--- config.mk ---
export PLATFORM = sky130hd
export DESIGN_NAME = speech_command_stream_parser_flat
export DESIGN_NICKNAME = d
export VERILOG_FILES = /design/src/design/spcp_pkg.sv /design/src/design/spcp_if.sv /design/src/design/spcp_ram.sv /design/src/design/spcp_front.sv /design/src/design/spcp_queue.sv /design/src/design/spcp_back.sv /design/src/design/speech_command_stream_parser.sv /design/src/flat_wrapper.sv
export SDC_FILE = /design/constraint.sdc
export NUM_CORES = 1
export LEC_CHECK = 0
export BUFFER_PORTS_ARGS = -buffer_cell sky130_fd_sc_hd__clkbuf_2
export CAP_MARGIN = 20
export CORE_MARGIN = 3
export CORE_UTILIZATION = 55
export DETAILED_ROUTE_END_ITERATION = 6
export PLACE_DENSITY = 0.7
export SKIP_CTS_REPAIR_TIMING = 1
export SLEW_MARGIN = 20
export SYNTH_ARGS = -nofsm -noshare
export SYNTH_HDL_FRONTEND = slang
export SYNTH_SLANG_ARGS = --single-unit
--- constraint.sdc ---
create_clock -name clk -period 9.4 [get_ports clk]
set_input_delay 0 -clock clk [delete_from_list [all_inputs] [get_ports clk]]
set_output_delay 0 -clock clk [all_outputs]
set_load 0.03 [all_outputs]
--- src/design/spcp_pkg.sv ---
`timescale 1ns / 1ps
package spcp_pkg;

    localparam int UTTERANCE_MAX = 64;
    localparam int IDX_W = $clog2(UTTERANCE_MAX);
    localparam int LEN_W = IDX_W + 1;

    localparam int QUEUE_DEPTH = 2;
    localparam int QPTR_W = $clog2(QUEUE_DEPTH);
    localparam int QCNT_W = QPTR_W + 1;

    localparam int SPD_W = 4;
    localparam int PIT_W = 7;
    localparam int VOL_W = 4;
    localparam int VAL_W = 7;

    localparam logic [SPD_W-1:0] SPEED_MAX   = 4'd9;
    localparam logic [PIT_W-1:0] PITCH_MAX   = 7'd99;
    localparam logic [VOL_W-1:0] VOLUME_MAX  = 4'd9;
    localparam logic [SPD_W-1:0] SPEED_DEF   = 4'd5;
    localparam logic [PIT_W-1:0] PITCH_DEF   = 7'd50;
    localparam logic [VOL_W-1:0] VOLUME_DEF  = 4'd5;
    localparam logic [VAL_W-1:0] VALUE_CAP   = 7'd100;
    localparam logic [7:0]       THRESH_DEF  = 8'd2;

    // Input modes.
    localparam logic [1:0] MODE_BYTE  = 2'd0;
    localparam logic [1:0] MODE_POLL  = 2'd1;
    localparam logic [1:0] MODE_ABORT = 2'd2;

    // Characters with a meaning of their own.
    localparam logic [7:0] CH_NUL   = 8'h00;
    localparam logic [7:0] CH_CMD   = 8'h01;
    localparam logic [7:0] CH_LF    = 8'h0A;
    localparam logic [7:0] CH_CR    = 8'h0D;
    localparam logic [7:0] CH_FLUSH = 8'h18;
    localparam logic [7:0] CH_SPACE = 8'h20;
    localparam logic [7:0] CH_ZERO  = 8'h30;
    localparam logic [7:0] CH_NINE  = 8'h39;
    localparam logic [7:0] CH_DOT   = 8'h2E;
    localparam logic [7:0] CH_QUEST = 8'h3F;
    localparam logic [7:0] CH_BANG  = 8'h21;
    localparam logic [7:0] CH_AT    = 8'h40;
    localparam logic [7:0] CH_UP_S  = 8'h53;
    localparam logic [7:0] CH_LO_S  = 8'h73;
    localparam logic [7:0] CH_UP_P  = 8'h50;
    localparam logic [7:0] CH_LO_P  = 8'h70;
    localparam logic [7:0] CH_UP_V  = 8'h56;
    localparam logic [7:0] CH_LO_V  = 8'h76;

    // Register map.
    localparam logic REG_IDLE_THRESHOLD = 1'b0;

    // Operations passed from the front to the back.
    localparam logic [3:0] OP_APPEND  = 4'd0;
    localparam logic [3:0] OP_SPEAK   = 4'd1;
    localparam logic [3:0] OP_DISCARD = 4'd2;
    localparam logic [3:0] OP_POLL    = 4'd3;
    localparam logic [3:0] OP_SPEED   = 4'd4;
    localparam logic [3:0] OP_PITCH   = 4'd5;
    localparam logic [3:0] OP_VOLUME  = 4'd6;
    localparam logic [3:0] OP_RESTORE = 4'd7;
    localparam logic [3:0] OP_NOCHG   = 4'd8;

    typedef struct packed {
        logic [3:0] code;
        logic [7:0] data;
    } op_t;

    function automatic logic is_term(input logic [7:0] ch);
        return (ch == CH_DOT) || (ch == CH_QUEST) || (ch == CH_BANG);
    endfunction

endpackage

--- src/design/spcp_if.sv ---
`timescale 1ns / 1ps
interface spcp_in_if;
    logic       valid;
    logic       ready;
    logic [1:0] mode;
    logic [7:0] data_byte;
    logic [7:0] idle_ticks;

    modport source (output valid, output mode, output data_byte, output idle_ticks,
                    input ready);
    modport sink (input valid, input mode, input data_byte, input idle_ticks,
                  output ready);
endinterface

interface spcp_out_if;
    logic       valid;
    logic       ready;
    logic       kind;
    logic [7:0] text_byte;
    logic       last;
    logic [3:0] speed;
    logic [6:0] pitch;
    logic [3:0] volume;

    modport source (output valid, output kind, output text_byte, output last,
                    output speed, output pitch, output volume, input ready);
    modport sink (input valid, input kind, input text_byte, input last,
                  input speed, input pitch, input volume, output ready);
endinterface

--- src/design/spcp_ram.sv ---
`timescale 1ns / 1ps
module spcp_ram #(
    parameter int WIDTH = 8,
    parameter int DEPTH = 64
) (
    input  logic                     clk,
    input  logic                     we,
    input  logic [$clog2(DEPTH)-1:0] waddr,
    input  logic [WIDTH-1:0]         wdata,
    input  logic                     re,
    input  logic [$clog2(DEPTH)-1:0] raddr,
    output logic [WIDTH-1:0]         rdata
);

    logic [WIDTH-1:0] mem [DEPTH];

    always_ff @(posedge clk)
    begin
        if (we)
        begin
            mem[waddr] <= wdata;
        end
        if (re)
        begin
            rdata <= mem[raddr];
        end
    end

endmodule

--- src/design/spcp_front.sv ---
`timescale 1ns / 1ps
module spcp_front
    import spcp_pkg::*;
(
    input  logic       clk,
    input  logic       rst_n,
    input  logic       in_valid,
    output logic       in_ready,
    input  logic [1:0] mode,
    input  logic [7:0] data_byte,
    input  logic       q_full,
    output logic       q_push,
    output op_t        q_op
);

    logic             in_command_reg, in_command_next;
    logic [VAL_W-1:0] value_reg, value_next;
    logic             seen_reg, seen_next;

    logic             accept;
    logic             is_digit;
    logic [10:0]      scaled;
    logic [VAL_W-1:0] cmd_val;
    logic             has_op;
    op_t              op;

    assign in_ready = !q_full;
    assign accept   = in_valid && in_ready;
    assign is_digit = (data_byte >= CH_ZERO) && (data_byte <= CH_NINE);

    // value * 10 + digit, the digit being the low nibble of an ASCII numeral.
    assign scaled = ({4'b0, value_reg} << 3) + ({4'b0, value_reg} << 1)
                  + {7'b0, data_byte[3:0]};
    assign cmd_val = seen_reg ? value_reg : '0;

    always_comb
    begin
        in_command_next = in_command_reg;
        value_next      = value_reg;
        seen_next       = seen_reg;
        has_op          = 1'b0;
        op.code         = OP_NOCHG;
        op.data         = '0;
        unique case (mode)
            MODE_ABORT:
            begin
                in_command_next = 1'b0;
                has_op          = 1'b1;
                op.code         = OP_DISCARD;
            end
            MODE_POLL:
            begin
                has_op  = 1'b1;
                op.code = OP_POLL;
                op.data = '0;
            end
            MODE_BYTE:
            begin
                if (in_command_reg)
                begin
                    if (is_digit)
                    begin
                        value_next = (scaled > {4'b0, VALUE_CAP}) ? VALUE_CAP
                                                                   : scaled[VAL_W-1:0];
                        seen_next  = 1'b1;
                    end
                    else
                    begin
                        in_command_next = 1'b0;
                        has_op          = 1'b1;
                        if (data_byte == CH_UP_S || data_byte == CH_LO_S)
                        begin
                            op.code = OP_SPEED;
                            op.data = (cmd_val > {3'b0, SPEED_MAX}) ? {4'b0, SPEED_MAX}
                                                                    : {1'b0, cmd_val};
                        end
                        else if (data_byte == CH_UP_P || data_byte == CH_LO_P)
                        begin
                            op.code = OP_PITCH;
                            op.data = (cmd_val > PITCH_MAX) ? {1'b0, PITCH_MAX}
                                                            : {1'b0, cmd_val};
                        end
                        else if (data_byte == CH_UP_V || data_byte == CH_LO_V)
                        begin
                            op.code = OP_VOLUME;
                            op.data = (cmd_val > {3'b0, VOLUME_MAX}) ? {4'b0, VOLUME_MAX}
                                                                     : {1'b0, cmd_val};
                        end
                        else if (data_byte == CH_AT)
                        begin
                            op.code = OP_RESTORE;
                        end
                        else
                        begin
                            op.code = OP_NOCHG;
                        end
                    end
                end
                else if (data_byte == CH_CMD)
                begin
                    in_command_next = 1'b1;
                    value_next      = '0;
                    seen_next       = 1'b0;
                end
                else if (data_byte == CH_FLUSH)
                begin
                    has_op  = 1'b1;
                    op.code = OP_DISCARD;
                end
                else if (data_byte == CH_CR || data_byte == CH_LF || data_byte == CH_NUL)
                begin
                    has_op  = 1'b1;
                    op.code = OP_SPEAK;
                end
                else if (data_byte >= CH_SPACE)
                begin
                    has_op  = 1'b1;
                    op.code = OP_APPEND;
                    op.data = data_byte;
                end
            end
            default:
            begin
                has_op = 1'b0;
            end
        endcase
    end

    assign q_push = accept && has_op;
    assign q_op   = op;

    always_ff @(posedge clk or negedge rst_n)
    begin
        if (!rst_n)
        begin
            in_command_reg <= 1'b0;
            value_reg      <= '0;
            seen_reg       <= 1'b0;
        end
        else if (accept)
        begin
            in_command_reg <= in_command_next;
            value_reg      <= value_next;
            seen_reg       <= seen_next;
        end
    end

endmodule

--- src/design/spcp_queue.sv ---
`timescale 1ns / 1ps
module spcp_queue
    import spcp_pkg::*;
(
    input  logic clk,
    input  logic rst_n,
    input  logic push,
    input  op_t  push_op,
    output logic full,
    output logic avail,
    output op_t  head_op,
    input  logic pop
);

    op_t               entry_reg [QUEUE_DEPTH];
    logic [QPTR_W-1:0] wr_ptr_reg;
    logic [QPTR_W-1:0] rd_ptr_reg;
    logic [QCNT_W-1:0] count_reg;

    logic do_push;
    logic do_pop;

    assign full    = (count_reg == QCNT_W'(QUEUE_DEPTH));
    assign avail   = (count_reg != '0);
    assign head_op = entry_reg[rd_ptr_reg];
    assign do_push = push && !full;
    assign do_pop  = pop && avail;

    always_ff @(posedge clk)
    begin
        if (do_push)
        begin
            entry_reg[wr_ptr_reg] <= push_op;
        end
    end

    always_ff @(posedge clk or negedge rst_n)
    begin
        if (!rst_n)
        begin
            wr_ptr_reg <= '0;
            rd_ptr_reg <= '0;
            count_reg  <= '0;
        end
        else
        begin
            if (do_push)
            begin
                wr_ptr_reg <= wr_ptr_reg + 1'b1;
            end
            if (do_pop)
            begin
                rd_ptr_reg <= rd_ptr_reg + 1'b1;
            end
            if (do_push && !do_pop)
            begin
                count_reg <= count_reg + 1'b1;
            end
            else if (do_pop && !do_push)
            begin
                count_reg <= count_reg - 1'b1;
            end
        end
    end

endmodule

--- src/design/spcp_back.sv ---
`timescale 1ns / 1ps
module spcp_back
    import spcp_pkg::*;
(
    input  logic             clk,
    input  logic             rst_n,
    input  logic [7:0]       idle_threshold,
    input  logic             q_avail,
    input  op_t              q_op,
    output logic             q_pop,
    output logic             out_valid,
    input  logic             out_ready,
    output logic             out_kind,
    output logic [7:0]       out_text,
    output logic             out_last,
    output logic [SPD_W-1:0] out_speed,
    output logic [PIT_W-1:0] out_pitch,
    output logic [VOL_W-1:0] out_volume
);

    localparam logic [1:0] ST_IDLE = 2'd0;
    localparam logic [1:0] ST_RD   = 2'd1;
    localparam logic [1:0] ST_SEND = 2'd2;

    logic [1:0]       state_reg, state_next;
    logic [LEN_W-1:0] len_reg, len_next;
    logic [IDX_W-1:0] idx_reg, idx_next;
    logic [SPD_W-1:0] speed_reg, speed_next;
    logic [PIT_W-1:0] pitch_reg, pitch_next;
    logic [VOL_W-1:0] volume_reg, volume_next;

    logic             out_valid_reg;
    logic             out_kind_reg;
    logic [7:0]       out_text_reg;
    logic             out_last_reg;
    logic [SPD_W-1:0] out_speed_reg;
    logic [PIT_W-1:0] out_pitch_reg;
    logic [VOL_W-1:0] out_volume_reg;

    logic             can_load;
    logic             load;
    logic             ld_kind;
    logic [7:0]       ld_text;
    logic             ld_last;
    logic             ram_we;
    logic             ram_re;
    logic [7:0]       ram_rdata;
    logic             has_room;
    logic [LEN_W-1:0] grown_len;
    logic             at_end;

    assign can_load  = !out_valid_reg || out_ready;
    assign has_room  = (len_reg < LEN_W'(UTTERANCE_MAX));
    assign grown_len = has_room ? (len_reg + 1'b1) : len_reg;
    assign at_end    = (({1'b0, idx_reg} + 1'b1) == len_reg);

    spcp_ram #(
        .WIDTH (8),
        .DEPTH (UTTERANCE_MAX)
    ) u_buf (
        .clk   (clk),
        .we    (ram_we),
        .waddr (len_reg[IDX_W-1:0]),
        .wdata (q_op.data),
        .re    (ram_re),
        .raddr (idx_reg),
        .rdata (ram_rdata)
    );

    always_comb
    begin
        state_next  = state_reg;
        len_next    = len_reg;
        idx_next    = idx_reg;
        speed_next  = speed_reg;
        pitch_next  = pitch_reg;
        volume_next = volume_reg;
        q_pop       = 1'b0;
        ram_we      = 1'b0;
        ram_re      = 1'b0;
        load        = 1'b0;
        ld_kind     = 1'b1;
        ld_text     = '0;
        ld_last     = 1'b1;
        unique case (state_reg)
            ST_IDLE:
            begin
                if (q_avail)
                begin
                    unique case (q_op.code) inside
                        OP_APPEND:
                        begin
                            q_pop    = 1'b1;
                            ram_we   = has_room;
                            len_next = grown_len;
                            if (is_term(q_op.data) || grown_len == LEN_W'(UTTERANCE_MAX))
                            begin
                                idx_next   = '0;
                                state_next = ST_RD;
                            end
                        end
                        OP_SPEAK:
                        begin
                            q_pop = 1'b1;
                            if (len_reg != '0)
                            begin
                                idx_next   = '0;
                                state_next = ST_RD;
                            end
                        end
                        OP_DISCARD:
                        begin
                            q_pop    = 1'b1;
                            len_next = '0;
                        end
                        OP_POLL:
                        begin
                            q_pop = 1'b1;
                            if (len_reg != '0 && q_op.data >= idle_threshold)
                            begin
                                idx_next   = '0;
                                state_next = ST_RD;
                            end
                        end
                        OP_SPEED, OP_PITCH, OP_VOLUME, OP_RESTORE, OP_NOCHG:
                        begin
                            // A parameter update waits for the output register.
                            if (can_load)
                            begin
                                q_pop = 1'b1;
                                load  = 1'b1;
                                if (q_op.code == OP_SPEED)
                                begin
                                    speed_next = q_op.data[SPD_W-1:0];
                                end
                                else if (q_op.code == OP_PITCH)
                                begin
                                    pitch_next = q_op.data[PIT_W-1:0];
                                end
                                else if (q_op.code == OP_VOLUME)
                                begin
                                    volume_next = q_op.data[VOL_W-1:0];
                                end
                                else if (q_op.code == OP_RESTORE)
                                begin
                                    speed_next  = SPEED_DEF;
                                    pitch_next  = PITCH_DEF;
                                    volume_next = VOLUME_DEF;
                                end
                            end
                        end
                        default:
                        begin
                            q_pop = 1'b1;
                        end
                    endcase
                end
            end
            ST_RD:
            begin
                ram_re     = 1'b1;
                state_next = ST_SEND;
            end
            ST_SEND:
            begin
                if (can_load)
                begin
                    load    = 1'b1;
                    ld_kind = 1'b0;
                    ld_text = ram_rdata;
                    ld_last = at_end;
                    if (at_end)
                    begin
                        len_next   = '0;
                        state_next = ST_IDLE;
                    end
                    else
                    begin
                        idx_next   = idx_reg + 1'b1;
                        state_next = ST_RD;
                    end
                end
            end
            default:
            begin
                state_next = ST_IDLE;
            end
        endcase
    end

    always_ff @(posedge clk or negedge rst_n)
    begin
        if (!rst_n)
        begin
            state_reg     <= ST_IDLE;
            len_reg       <= '0;
            idx_reg       <= '0;
            speed_reg     <= SPEED_DEF;
            pitch_reg     <= PITCH_DEF;
            volume_reg    <= VOLUME_DEF;
            out_valid_reg <= 1'b0;
        end
        else
        begin
            state_reg  <= state_next;
            len_reg    <= len_next;
            idx_reg    <= idx_next;
            speed_reg  <= speed_next;
            pitch_reg  <= pitch_next;
            volume_reg <= volume_next;
            if (load)
            begin
                out_valid_reg <= 1'b1;
            end
            else if (out_ready)
            begin
                out_valid_reg <= 1'b0;
            end
        end
    end

    always_ff @(posedge clk)
    begin
        if (load)
        begin
            out_kind_reg   <= ld_kind;
            out_text_reg   <= ld_text;
            out_last_reg   <= ld_last;
            out_speed_reg  <= speed_next;
            out_pitch_reg  <= pitch_next;
            out_volume_reg <= volume_next;
        end
    end

    assign out_valid  = out_valid_reg;
    assign out_kind   = out_kind_reg;
    assign out_text   = out_text_reg;
    assign out_last   = out_last_reg;
    assign out_speed  = out_speed_reg;
    assign out_pitch  = out_pitch_reg;
    assign out_volume = out_volume_reg;

    a_len_bound: assert property (@(posedge clk) disable iff (!rst_n)
        len_reg <= LEN_W'(UTTERANCE_MAX))
        else $error("utterance length beyond buffer size");

    a_speak_nonempty: assert property (@(posedge clk) disable iff (!rst_n)
        (state_reg == ST_RD || state_reg == ST_SEND) |-> ({1'b0, idx_reg} < len_reg))
        else $error("read index outside the pending utterance");

    a_param_last: assert property (@(posedge clk) disable iff (!rst_n)
        (out_valid_reg && out_kind_reg) |-> out_last_reg)
        else $error("parameter update without last mark");

    a_settings_range: assert property (@(posedge clk) disable iff (!rst_n)
        speed_reg <= SPEED_MAX && pitch_reg <= PITCH_MAX && volume_reg <= VOLUME_MAX)
        else $error("speech settings out of range");

endmodule

--- src/design/speech_command_stream_parser.sv ---
`timescale 1ns / 1ps
// A parameter update passes through the queue and the output register, waiting while
// that register holds an output not yet taken. Text runs: each byte is read from the
// single utterance buffer by a registered read, then sent; no queue pop comes until
// the run ends. Operations enter the two-entry queue at one per cycle unless it is full.
// Reset clears the parser and queue and sets speed 5, pitch 50, volume 5, threshold 2.
module speech_command_stream_parser
    import spcp_pkg::*;
(
    input  logic        clk,
    input  logic        rst_n,
    spcp_in_if.sink     in_chan,
    spcp_out_if.source  out_chan,
    input  logic        psel,
    input  logic        penable,
    input  logic        pwrite,
    input  logic [2:0]  paddr,
    input  logic [31:0] pwdata,
    output logic [31:0] prdata,
    output logic        pready
);

    logic [7:0] threshold_reg;
    logic       q_push;
    op_t        push_op;
    logic       q_full;
    logic       q_avail;
    op_t        head_op;
    logic       q_pop;

    assign pready = 1'b1;
    assign prdata = (paddr[2] == REG_IDLE_THRESHOLD) ? {24'b0, threshold_reg} : 32'b0;

    always_ff @(posedge clk or negedge rst_n)
    begin
        if (!rst_n)
        begin
            threshold_reg <= THRESH_DEF;
        end
        else if (psel && penable && pwrite && pready && paddr[2] == REG_IDLE_THRESHOLD)
        begin
            threshold_reg <= pwdata[7:0];
        end
    end

    spcp_front u_front (
        .clk       (clk),
        .rst_n     (rst_n),
        .in_valid  (in_chan.valid),
        .in_ready  (in_chan.ready),
        .mode      (in_chan.mode),
        .data_byte (in_chan.data_byte),
        .q_full    (q_full),
        .q_push    (q_push),
        .q_op      (push_op)
    );

    // The idle poll carries its tick count in the operation data.
    op_t front_op;
    always_comb
    begin
        front_op = push_op;
        if (push_op.code == OP_POLL)
        begin
            front_op.data = in_chan.idle_ticks;
        end
    end

    spcp_queue u_queue (
        .clk     (clk),
        .rst_n   (rst_n),
        .push    (q_push),
        .push_op (front_op),
        .full    (q_full),
        .avail   (q_avail),
        .head_op (head_op),
        .pop     (q_pop)
    );

    spcp_back u_back (
        .clk            (clk),
        .rst_n          (rst_n),
        .idle_threshold (threshold_reg),
        .q_avail        (q_avail),
        .q_op           (head_op),
        .q_pop          (q_pop),
        .out_valid      (out_chan.valid),
        .out_ready      (out_chan.ready),
        .out_kind       (out_chan.kind),
        .out_text       (out_chan.text_byte),
        .out_last       (out_chan.last),
        .out_speed      (out_chan.speed),
        .out_pitch      (out_chan.pitch),
        .out_volume     (out_chan.volume)
    );

endmodule

--- src/flat_wrapper.sv ---
// flat-port wrapper written by rule: the top's interface ports become plain ports
module speech_command_stream_parser_flat import spcp_pkg::*;
  (clk, rst_n, psel, penable, pwrite, paddr, pwdata, prdata, pready, in_chan_valid, in_chan_mode, in_chan_data_byte, in_chan_idle_ticks, in_chan_ready, out_chan_valid, out_chan_kind, out_chan_text_byte, out_chan_last, out_chan_speed, out_chan_pitch, out_chan_volume, out_chan_ready);
  spcp_in_if in_chan_i ();
  spcp_out_if out_chan_i ();
  input  logic clk;
  input  logic rst_n;
  input  logic psel;
  input  logic penable;
  input  logic pwrite;
  input  logic [2:0] paddr;
  input  logic [31:0] pwdata;
  output logic [31:0] prdata;
  output logic pready;
  input wire logic [$bits(in_chan_i.valid)-1:0] in_chan_valid;
  input wire logic [$bits(in_chan_i.mode)-1:0] in_chan_mode;
  input wire logic [$bits(in_chan_i.data_byte)-1:0] in_chan_data_byte;
  input wire logic [$bits(in_chan_i.idle_ticks)-1:0] in_chan_idle_ticks;
  output wire logic [$bits(in_chan_i.ready)-1:0] in_chan_ready;
  output wire logic [$bits(out_chan_i.valid)-1:0] out_chan_valid;
  output wire logic [$bits(out_chan_i.kind)-1:0] out_chan_kind;
  output wire logic [$bits(out_chan_i.text_byte)-1:0] out_chan_text_byte;
  output wire logic [$bits(out_chan_i.last)-1:0] out_chan_last;
  output wire logic [$bits(out_chan_i.speed)-1:0] out_chan_speed;
  output wire logic [$bits(out_chan_i.pitch)-1:0] out_chan_pitch;
  output wire logic [$bits(out_chan_i.volume)-1:0] out_chan_volume;
  input wire logic [$bits(out_chan_i.ready)-1:0] out_chan_ready;
  assign in_chan_i.valid = in_chan_valid;
  assign in_chan_i.mode = in_chan_mode;
  assign in_chan_i.data_byte = in_chan_data_byte;
  assign in_chan_i.idle_ticks = in_chan_idle_ticks;
  assign in_chan_ready = in_chan_i.ready;
  assign out_chan_valid = out_chan_i.valid;
  assign out_chan_kind = out_chan_i.kind;
  assign out_chan_text_byte = out_chan_i.text_byte;
  assign out_chan_last = out_chan_i.last;
  assign out_chan_speed = out_chan_i.speed;
  assign out_chan_pitch = out_chan_i.pitch;
  assign out_chan_volume = out_chan_i.volume;
  assign out_chan_i.ready = out_chan_ready;
  speech_command_stream_parser u_core (.clk(clk), .rst_n(rst_n), .in_chan(in_chan_i), .out_chan(out_chan_i), .psel(psel), .penable(penable), .pwrite(pwrite), .paddr(paddr), .pwdata(pwdata), .prdata(prdata), .pready(pready));
endmodule
== Yosys cells after proc, flatten, opt, wreduce, memory -nomap -nowiden ==
Memory sizes are Yosys's and may differ from the RTL's. A register that Yosys moved wholly into a read port is not among the register bits.
Cells that the tools add are included.
Storage, ports and cells
  register bits: 77
  bits in latches: 0
  bits in writable memories: 536
  memory bits (read-only): 0
  input port bits: 60
  output and inout port bits: 60
  word-level logic and storage cells: 227
  memories: 2
Cells by class
  add/sub/neg operators: 9
  multipliers: 0
  div/mod/pow operators: 0
  $lt $le $gt $ge: 8
  equality and inequality tests: 40
  shifts and indexed selects: 0
  muxes and demuxes: 104
  bitwise logic cells: 1
  reductions and logical operators: 43
Memory list
  u_core.u_back.u_buf.mem: depth 64, width 8, read ports 1, clocked after Yosys merged registers in 1, wr ports 1, RTL line spcp_ram.sv:15  | logic [WIDTH-1:0] mem [DEPTH];
  u_core.u_queue.entry_reg: depth 2, width 12, read ports 1, clocked after Yosys merged registers in 0, wr ports 1, RTL line spcp_queue.sv:15  | op_t entry_reg [QUEUE_DEPTH];
Operators by type and width (number)
  7-bit 2-to-1 mux: 20
  4-bit 2-to-1 mux: 20
  12-bit 2-to-1 mux: 6
  8-bit by 7-bit equality test with 1-bit output, second input constant: 7
  8-bit 2-to-1 mux: 5
  6-bit 2-to-1 mux: 6
  1-bit 2-to-1 mux: 30
  7-bit one-hot mux with 2 select lines: 2
  8-bit by 6-bit equality test with 1-bit output, second input constant: 3
  6-bit one-hot mux with 3 select lines: 1
  4-bit by 3-bit equality test with 1-bit output, second input constant: 4
  8-bit by 4-bit equality test with 1-bit output, second input constant: 2
  8-bit by 6-bit greater-or-equal comparator with 1-bit output, second input constant: 2
  2-bit 2-to-1 mux: 7
  4-bit by 2-bit equality test with 1-bit output, second input constant: 3
  3-bit != test, second input constant: 4
  2-bit one-hot mux with 3 select lines: 2
  4-bit one-hot mux with 3 select lines: 1
  6-bit one-hot mux with 2 select lines: 1
  2-bit nonzero test: 6
  10-bit by 8-bit adder with 11-bit output: 1
  11-bit by 4-bit adder with 11-bit output: 1
  11-bit by 7-bit greater-than comparator with 1-bit output, second input constant: 1
  1-bit logical AND: 11
  other kinds (37): 59

== Depth between registers and ports, before layout ==
  depth in word-level cells: 14
  depth in mapped cells: 12
  mapped depth without buffers: 11

== By module ==
A second synthesis with hierarchy kept.
Second synthesis, totals
  cell total of the unflattened synthesis: 1571
  area total of the unflattened synthesis: 26606.8 sq um
By module, submodules not included
  spcp_ram: instances 1, cells each 972, area each 20270.7 sq um, seq. area each 15615.0 sq um
  spcp_back: instances 1, cells each 296, area each 3083.0 sq um, seq. area each 1535.2 sq um
  spcp_front: instances 1, cells each 185, area each 1458.9 sq um, seq. area each 225.2 sq um
  spcp_queue: instances 1, cells each 56, area each 1069.8 sq um, seq. area each 820.8 sq um
  speech_command_stream_parser: instances 1, cells each 62, area each 724.4 sq um, seq. area each 201.4 sq um

== Worst setup path after synthesis ==
Ideal clock, no wire load.
  path type: register -> register
  start: register u_core.u_queue.rd_ptr_reg
  end: register u_core.u_back.out_kind_reg, in the netlist u_core.u_back.out_kind, enable pin
  library setup time: 0.445 ns
  data arrival time: 3.464 ns
  required time: 8.955 ns
  setup slack: 5.491 ns
  cell stages (with the launch flop): 8
  path buffers: 2
  clock period less this slack: 3.909 ns
  cell sequence: dfrtp_1 > buf_4 > buf_4 > o32ai_4 > nand3b_1 > a32o_1 > nand2b_1 > a21boi_0
On the way
  cells in the longest elaborated chain, start to end: 6
  elaborated cells between the ends (all ways): 10
  classes of those cells: eq/ne: 5; mux: 3; reduce/logical: 1; memory: 1
RTL lines
  from (decl): RTL line spcp_queue.sv:17  | logic [QPTR_W-1:0] rd_ptr_reg;
  from (signal assigned): RTL line spcp_queue.sv:53  | rd_ptr_reg <= rd_ptr_reg + 1'b1;
  memory read 2 x 12 bit *
  4-bit by 3-bit equality test with 1-bit output or 4-bit equality test (tied branches)
  5-bit OR reduction *: RTL line spcp_back.sv:90  | unique case (q_op.code) inside
  1-bit 2-to-1 mux *: RTL line spcp_back.sv:90
  1-bit 2-to-1 mux *: RTL line spcp_back.sv:88  | if (q_avail)
  1-bit one-hot mux with 2 select lines *: RTL line spcp_back.sv:85  | unique case (state_reg)
  net u_core.u_back.load: RTL line spcp_back.sv:41  | logic load;
  to (signal assigned): RTL line spcp_back.sv:226  | out_kind_reg <= ld_kind;
  to (decl): RTL line spcp_back.sv:33  | logic out_kind_reg;
The timed path passes the listed nets; every way through them passes the cells marked *.
A chain may end at the register's enable or synchronous reset.

== Worst setup path in the final report ==
  start: register u_core.u_queue.rd_ptr_reg
  end: memory u_core.u_back.u_buf.mem[44][3], enable pin
On the way
  cells in the longest elaborated chain, start to end: 7
RTL lines
  memory read 2 x 12 bit
  4-bit zero test (no line)
  1-bit 2-to-1 mux: RTL line spcp_back.sv:90
  1-bit 2-to-1 mux: RTL line spcp_back.sv:88
  1-bit 2-to-1 mux: RTL line spcp_back.sv:85
  1-bit 2-to-1 mux: RTL line spcp_ram.sv:19  | if (we)
  1-bit 2-to-1 mux (not written as such): RTL line spcp_ram.sv:21  | mem[waddr] <= wdata;
  to (decl): RTL line spcp_ram.sv:15
Every way passes these cells.

==> metrics.md <==
| Metric | Value |
|---|---|
| Status | `finished with violations` |
| Failing checks | `negative hold slack` |
| Worst-path clk slew | `approximately 0.06 ns` |
| Slew Limit Fails | `0` |
| Req. time, crit path | `9.62 ns` |
| Nets | `1596` |
| Residual DRC | `0` |
| Initial antenna violation count | `1` |
| Setup Skew | `about 0.029 ns` |
| Share of cells above drive strength 1 | `0.2537` |
| Final Cycle Share | `0.4319` |
| Pwr per Cell Area | `around 280 nW/µm²` |
| Worst-Skew Late Latency | `roughly 0.6 ns` |
| Post-synthesis async set-or-reset flop share | `0.08374` |
| Final setup viols | `0` |
| Via-to-Cell Ratio | `6.133` |
| Setup TNS | `0 ns` |
| DRT iter0 DRCs | `1290` |
| Nature of the critical path endpoint | `flip-flop` |
| Worst hold slack | `-0.02621 ns` |
| PnR worst setup slack | `5.340 ns` |
| Starting Density | `0.5576` |
| Reg2reg setup slack | `5.34 ns` |
| Layout area overhead | `10.97%` |
| Syn avg cell area | `around 19 µm²` |
| Post-synth EDFFs | `roughly 570` |
| Fillers | `~3200` |
| Vias | `13198` |
| Antenna Violating Nets Remaining | `0` |
| IO Count | `120` |
| Critical Path AT | `4.28 ns` |
| Flops & latches, synth | `about 620` |
| Pre-CTS WS | `~5.4 ns` |
| Static Leak | `around 9.6 nW` |
| Unrepaired setup endpoints after global routing | `no` |
| Most used flip-flop cell after synthesis | `edfxtp_1` |
| Synthesized cell area | `roughly 26000 µm²` |
| Maximum Capacitance Violations | `0` |
| Final WL | `~54000 µm` |
| Critical path type | `flip-flop to flip-flop` |
| Cell Area, Placed | `roughly 27000 µm²` |
| Worst-margin pin slew | `approximately 1.1 ns` |
| Die W | `223.5 µm` |
| Detailed Routing Iterations Pass 1 | `5` |
| Grt total ovfl | `0` |
| Crit path launch | `u_core.u_queue.rd_ptr_reg$_DFFE_PN0P_` |
| # H-tree levels | `2` |
| Area of the core | `~47000 µm²` |
| Post-synthesis cell type count | `80` |
| Largest net degree at the start of global routing | `just over 80` |
| Drt wl/cell | `roughly 25 µm` |
| Critical path fanouts, max | `24` |
| Hold Path Class | `primary input to flip-flop` |
| Inserted Diodes | `0` |
| Worst vdd ir | `approximately 0.21 mV` |
| FF-to-FF path depth | `6` |
| CTS tree | `yes` |
| Vias in the first global route | `about 13000` |
| Clock Sink Count | `around 620` |
| F_max | `246.3 MHz` |
| Core Rows | `slightly below 80` |
| Total global routing track utilization | `0.2181` |
| Flip-flop count of the largest register after layout | `512` |
| Reg2reg end | `u_core.u_back.u_buf.mem[44][3]$_DFFE_PP_` |
| Worst reg2reg startpoint | `u_core.u_queue.rd_ptr_reg$_DFFE_PN0P_` |
| Clock root cell | `clkbuf_16` |
| First-pass GRT wire length | `approximately 81000 µm` |
| Gpl congestion | `0.8459` |
| Port buffer count | `between 60 and 70` |
| Post-detail-place hpwl | `~32000 µm` |
| Longest Clk Path Bufs | `3` |
| CTS buffer count | `58` |
| Die Y-Extent | `around 220 µm` |
| Yosys warns | `0` |
| Worst setup path end | `u_core.u_back.u_buf.mem[44][3]$_DFFE_PP_` |
| Synth Instances | `~1400` |
| Slew Limit Headroom | `0.2785` |
| Total Die Area | `49950 µm²` |
| Period minus WS final | `~4.1 ns` |
| Final Hold Vio Count | `2` |
| Final std cell area, no fill | `just under 30000 µm²` |
| Critical Path Source Type | `flip-flop` |
| Sequential area share after synthesis | `0.7072` |
[final cells by class]
cell class                 instances  area (µm²)  area share
timing repair buffer             108       730.7     0.02531
clock inverter                    25       202.7    0.007021
tap                              607       759.5     0.02631
sequential                       621       18410      0.6376
multi-input combinational        687        7064      0.2447
inverter                          29       108.9    0.003771
clock buffer                      75        1597     0.05530
[critical path, cell delays in order (launching register included)]
cell,delay [ns]
dfrtp_1,0.99
or3b_2,0.54
nand2_2,0.12
nand3_2,0.16
nor3_2,0.26
nand3_1,0.66
nor2_1,0.93
[cells in the final DEF, fill, tap and decap left out, types with 7 or more instances in the layout]
| master | count |
|---|---|
| and3_1 | 15 |
| nor2_1 | 107 |
| edfxtp_1 | 569 |
| a31oi_1 | 10 |
| dfrtp_1 | 41 |
| mux4_2 | 160 |
| a22oi_1 | 10 |
| xnor2_1 | 7 |
| nand2b_1 | 18 |
| clkinv_2 | 8 |
| mux2_2 | 24 |
| nor3_1 | 7 |
| dlygate4sd3_1 | 23 |
| clkbuf_16 | 59 |
| o21ai_0 | 21 |
| nand3_1 | 23 |
| nor2b_1 | 11 |
| mux2i_1 | 12 |
| clkbuf_1 | 10 |
| inv_1 | 24 |
| buf_4 | 15 |
| nand3b_1 | 8 |
| ha_1 | 29 |
| dfstp_2 | 8 |
| clkbuf_2 | 68 |
| conb_1 | 25 |
| xor2_1 | 10 |
| nand2_1 | 56 |
| a21oi_1 | 20 |
| clkinv_1 | 8 |
[worst min path at each step]
stage                                                     endpoint  cells past startpoint            startpoint  slack (ns)
after floorplan                u_core.threshold_reg[0]$_DFFE_PN0P_                      0                 rst_n       -0.30
after global placement         u_core.threshold_reg[4]$_DFFE_PN0P_                      2                 rst_n        0.16
final                     u_core.u_queue.entry_reg[1][7]$_DFFE_PP_                      4  in_chan_data_byte[7]       -0.03
after CTS                      u_core.threshold_reg[4]$_DFFE_PN0P_                      2                 rst_n       -0.51
after global routing      u_core.u_queue.entry_reg[1][7]$_DFFE_PP_                      4  in_chan_data_byte[7]       0.005
after detailed placement       u_core.threshold_reg[4]$_DFFE_PN0P_                      2                 rst_n        0.16
[routing by layer]
layer	routed length, µm	track usage	vias up
met1	22350	0.3109	6839
li1	-	-	5806
met5	13	0	-
met4	1520	0.06253	2
met3	3284	0.04092	92
met2	26620	0.3516	459
[stage by stage]
stage	power, mW	std cells	hold slack [ns]	utilization
floorplan	5.255	1428	-0.2956	-
global placement	5.858	2028	0.1581	0.5747
detailed placement	5.906	2028	0.1624	0.5747
CTS	8.123	2128	-0.5120	0.6133
global route	8.420	2152	0.004891	0.6188
finish	8.069	2152	-0.02621	0.6188
[logic make-up after synthesis]
group | Yosys count | synth area share
flip-flops | 621 | 0.7072
AO/OA/AOI/OAI | 127 | 0.03439
buffers and inverters | 120 | 0.02472
multiplexers | 199 | 0.1555
AND/OR/NAND/NOR | 288 | 0.05666
other | 2 | 0.0002887
adder cells (fa/ha/maj) | 31 | 0.01549
XOR/XNOR | 17 | 0.005723
[cells in the mapped netlist, types with 5 or more instances]
cell	instances	share of area
nand3b_1	8	0.0023
nor2_1	107	0.015
a22oi_1	10	0.0029
xnor2_1	7	0.0024
edfxtp_1	569	0.66
nor2b_1	11	0.0026
buf_2	12	0.0023
ha_1	29	0.014
mux2_2	24	0.010
a31oi_1	10	0.0024
mux2i_1	12	0.0046
dfstp_2	8	0.0081
mux4_2	160	0.14
o22ai_1	5	0.0012
a22o_1	6	0.0020
inv_1	29	0.0042
buf_6	5	0.0022
buf_1	7	0.0010
buf_4	37	0.011
clkbuf_1	29	0.0042
nor3_1	7	0.0013
nand2_1	56	0.0081
o21ai_0	21	0.0040
o31ai_1	6	0.0017
nand3_1	23	0.0044
dfrtp_1	44	0.042
xor2_1	10	0.0034
nand2b_1	18	0.0043
a211oi_1	6	0.0017
and3_1	15	0.0036
o21ai_1	5	0.00096
nand4_1	6	0.0014
a21oi_1	20	0.0038
[where the power goes]
part / internal (mW) / total [mW] / switching [mW]
combinational: 0.903 / 2.18 / 1.28
clock: 1.25 / 2.22 / 0.977
sequential: 3.46 / 3.67 / 0.208
total: 5.61 / 8.07 / 2.46
Power figures use the tool's default switching activity.
